==> src/rtl/core/htd_ram.sv <==
// Generic single-write, single-read synchronous RAM with registered read data.
// No dependencies.
`default_nettype none

module htd_ram #(
    parameter int WIDTH = 8,
    parameter int DEPTH = 16
) (
    input  wire logic                     clk,
    input  wire logic                     wr_en,
    input  wire logic [$clog2(DEPTH)-1:0] wr_addr,
    input  wire logic [WIDTH-1:0]         wr_data,
    input  wire logic                     rd_en,
    input  wire logic [$clog2(DEPTH)-1:0] rd_addr,
    output logic      [WIDTH-1:0]         rd_data
);

    logic [WIDTH-1:0] mem [DEPTH];
    logic [WIDTH-1:0] rd_data_reg;

    // Write port
    always_ff @(posedge clk)
    begin
        if (wr_en)
        begin
            mem[wr_addr] <= wr_data;
        end
    end

    // Read port; data holds until the next read
    always_ff @(posedge clk)
    begin
        if (rd_en)
        begin
            rd_data_reg <= mem[rd_addr];
        end
    end

    assign rd_data = rd_data_reg;

endmodule

`default_nettype wire

==> config.mk <==
export PLATFORM = sky130hd
export DESIGN_NAME = htd_ram
export DESIGN_NICKNAME = d
export VERILOG_FILES = /design/src/rtl/core/htd_ram.sv
export SDC_FILE = /design/constraint.sdc
export NUM_CORES = 1
export LEC_CHECK = 0
export BUFFER_PORTS_ARGS = -buffer_cell sky130_fd_sc_hd__buf_2
export CAP_MARGIN = 20
export CELL_PAD_IN_SITES_DETAIL_PLACEMENT = 1
export CELL_PAD_IN_SITES_GLOBAL_PLACEMENT = 2
export CORE_AREA = 3 3 127 129
export DETAILED_ROUTE_END_ITERATION = 8
export DIE_AREA = 0 0 130 132
export PLACE_DENSITY_LB_ADDON = 0.1
export SLEW_MARGIN = 10
export SYNTH_ARGS = -nofsm -noshare
export SYNTH_HDL_FRONTEND = slang
export SYNTH_SLANG_ARGS = --single-unit
==> constraint.sdc <==
create_clock -name clk -period 2.2 [get_ports clk]
set_clock_uncertainty 0.05 [all_clocks]
set_input_delay 0.33 -clock clk [delete_from_list [all_inputs] [get_ports clk]]
set_output_delay 0.33 -clock clk [all_outputs]
set_load 0.02 [all_outputs]
==> impl_metrics.ini <==
[global_routing]
track_usage_pct = 13.9
grt_start_max_net_pins = 33
grt_pass1_wl_microns = 16800
antenna_found_initial = 0
grt_overflow = 0
grt_pass1_vias = 2682

[synthesis]
ys.warnings.count = 0
netlist_instances = 229
synthDistinctLibCells = 18
syn-cell-area_sq_um = 5230
synth.ff_latch_count = 136
syn_avg_cell_area_sq_um = 22.8
yosysSeqAreaShare_pct = 78.1
syn_nets = 248

[route]
wire_per_inst_microns = 22.9
route.detailed.drc = 0
vias_per_cell = 5.00
ant_nets = 0
routed_wl_microns = 11100
dr.pass1.iters = 4
routed-via-count = 2436
drt_iter0_markers = 146

[power]
p_per_area_nw_per_um2 = 984
total_power_uw = 6240
ir_drop_mv = 0.582
seq_power_share_pct = 47.0
comb_power_share_pct = 4.7
clkPwrFrac_pct = 48.3
power.switching_uw = 1210
internal_power_uw = 5040
p_sw_share_pct = 19.4
p_leak_uw = 0.00213

[clock_tree]
clk_pin_slew_ns = 0.06
cts_buffers = 17
clk_path_buf_depth = 2
htreeDepth = 4
cts_tree = yes
postCtsSetupBuffers = 0
clock-sinks = 136
clk_latency_ns = 0.41
cts_hold_buf = 0
ctsResizeCount = 0
cts_root_buf = clkbuf_16

[final_layout]
nFillCells = 1420
final_net_count = 305
syn_to_final_growth_pct = 21.3
antenna_cells = 0
largest_reg_flops = 128
layout.cells.non_filler = 487
drive_gt1_share_pct = 32.1

[setup_path]
cp-start-kind = flip-flop
cp_max_fo = 1
cpPeakStageDelay_ns = 0.50
critPathCaptureType = flip-flop
crit_type = reg2reg
cp.arrival_ns = 1.66
reg2reg_slack_ns = 0.65
crit_slowest_cell = mux4_1
required_ns = 2.31
crit_chain = mux4_1 > a22oi_1 > nand2_1

[worst_hold_path]
min_path_type = in2reg

[die]
rows = 45
dieArea_sq_um = 17200
fp.dieW_microns = 130
die_y_microns = 132
core_area_sq_um = 15100
io_pins = 27
start_util_pct = 34.5

[run]
maxCapViolCount = 0

[place]
port_buffers = 26
dp_hpwl_microns = 7230
post-place-cells = 455
routabilityCongestion = 0.698

[sta]
finalSetupTns_ns = 0
rsz0062_at_grt = no
setup_viol_count_final = 0
max_freq_mhz = 644
slew_headroom_pct = 67.6
hold_viol_final = 0
min_period_ns = 1.55
finalCritPeriodShare_pct = 70.6
tightest_slew_ns = 0.486
drv_slew = 0

[status]
status = complete, no violations
## power groups by stage
stage	Combinational, uW	Sequential (uW)	Clock [uW]
6_report	291	2940	3020
5_1_grt	320	2940	3180
4_1_cts	302	2940	3080
3_5_place_dp	302	2990	0
3_3_place_gp	299	2990	0
2_1_floorplan	147	3000	0
## stage by stage
stage	instance area [sq um]	hold WS, ns	setup WS, ns	util (%)
floorplan	5230	0.379	0.327	-
global placement	5710	0.683	0.177	37.7
detailed placement	5710	0.684	0.165	37.7
CTS	6340	0.248	0.606	41.9
global route	6340	0.250	0.571	41.9
finish	6340	0.263	0.647	41.9
## path summary, 6_finish.rpt
check                     to  cells past startpoint       start
setup reg to reg  rd_data[1]                      3   mem[1][1]
hold reg to reg   rd_data[1]                      3  mem[14][1]
hold / removal     mem[4][7]                      1  wr_data[7]
setup / recovery  rd_data[1]                      3   mem[1][1]
## cell usage in the layout, fill, tap and decap left out, drive strengths merged, types with 2 or more instances in the layout
cell type and count:
edfxtp 136, buf 48, mux4 32, clkbuf 18, a22oi 16, nor2 13
nand2 9, clkinvlp 5, bufinv 5, nor3 4, clkinv 4, nand3b 2
nand2b 2
## cells in the mapped netlist
cell             instances  area, sq um
nand3b_1                 2         15.0
nand2_1                  9         33.8
buf_4                    1         7.51
mux4_1                  14          368
nand2b_1                 2         12.5
clkdlybuf4s25_2          3         30.0
nor2b_1                  1         6.26
nand3_1                  1         5.00
nor3_1                   4         20.0
and2_1                   1         6.26
a22oi_1                 16          120
buf_2                    3         15.0
and2b_1                  1         7.51
buf_6                    3         33.8
mux4_2                  18          405
edfxtp_1               136         4080
nor2_1                  13         48.8
or3b_2                   1         8.76
## layout make-up
| cell class | count | area (sq um) | share of cell area (%) |
|---|---|---|---|
| Clock buffer | 18 | 429 | 6.77 |
| Clock inverter | 14 | 205 | 3.23 |
| Multi-Input combinational cell | 83 | 1060 | 16.7 |
| Sequential cell | 136 | 4080 | 64.4 |
| Tap cell | 188 | 235 | 3.71 |
| Timing Repair Buffer | 48 | 333 | 5.25 |
## routing by layer
metal	GRT usage, %	share of wire (%)
met1	18.4	46
met2	21.8	49
met3	4.17	3.8
met4	4.85	1.2
met5	0	0
## cells by family (layout without fill, tap and decap cells)
| family | after synthesis | after routing | synth area share, % |
|---|---|---|---|
| AO/OA/AOI/OAI | 16 | 16 | 2.30 |
| AND/OR/NAND/NOR | 35 | 35 | 3.14 |
| flip-flops | 136 | 136 | 78.1 |
| buffers and inverters | 10 | 80 | 1.65 |
| multiplexers | 32 | 32 | 14.8 |
## worst max-delay path: cells and delay by family (launching register included)
family	cells	cell delay (ns)
mux	1	0.50
compound gates	1	0.32
flops	1	0.35
simple gates	1	0.09
No activity file was read; power rests on OpenSTA's default activity.
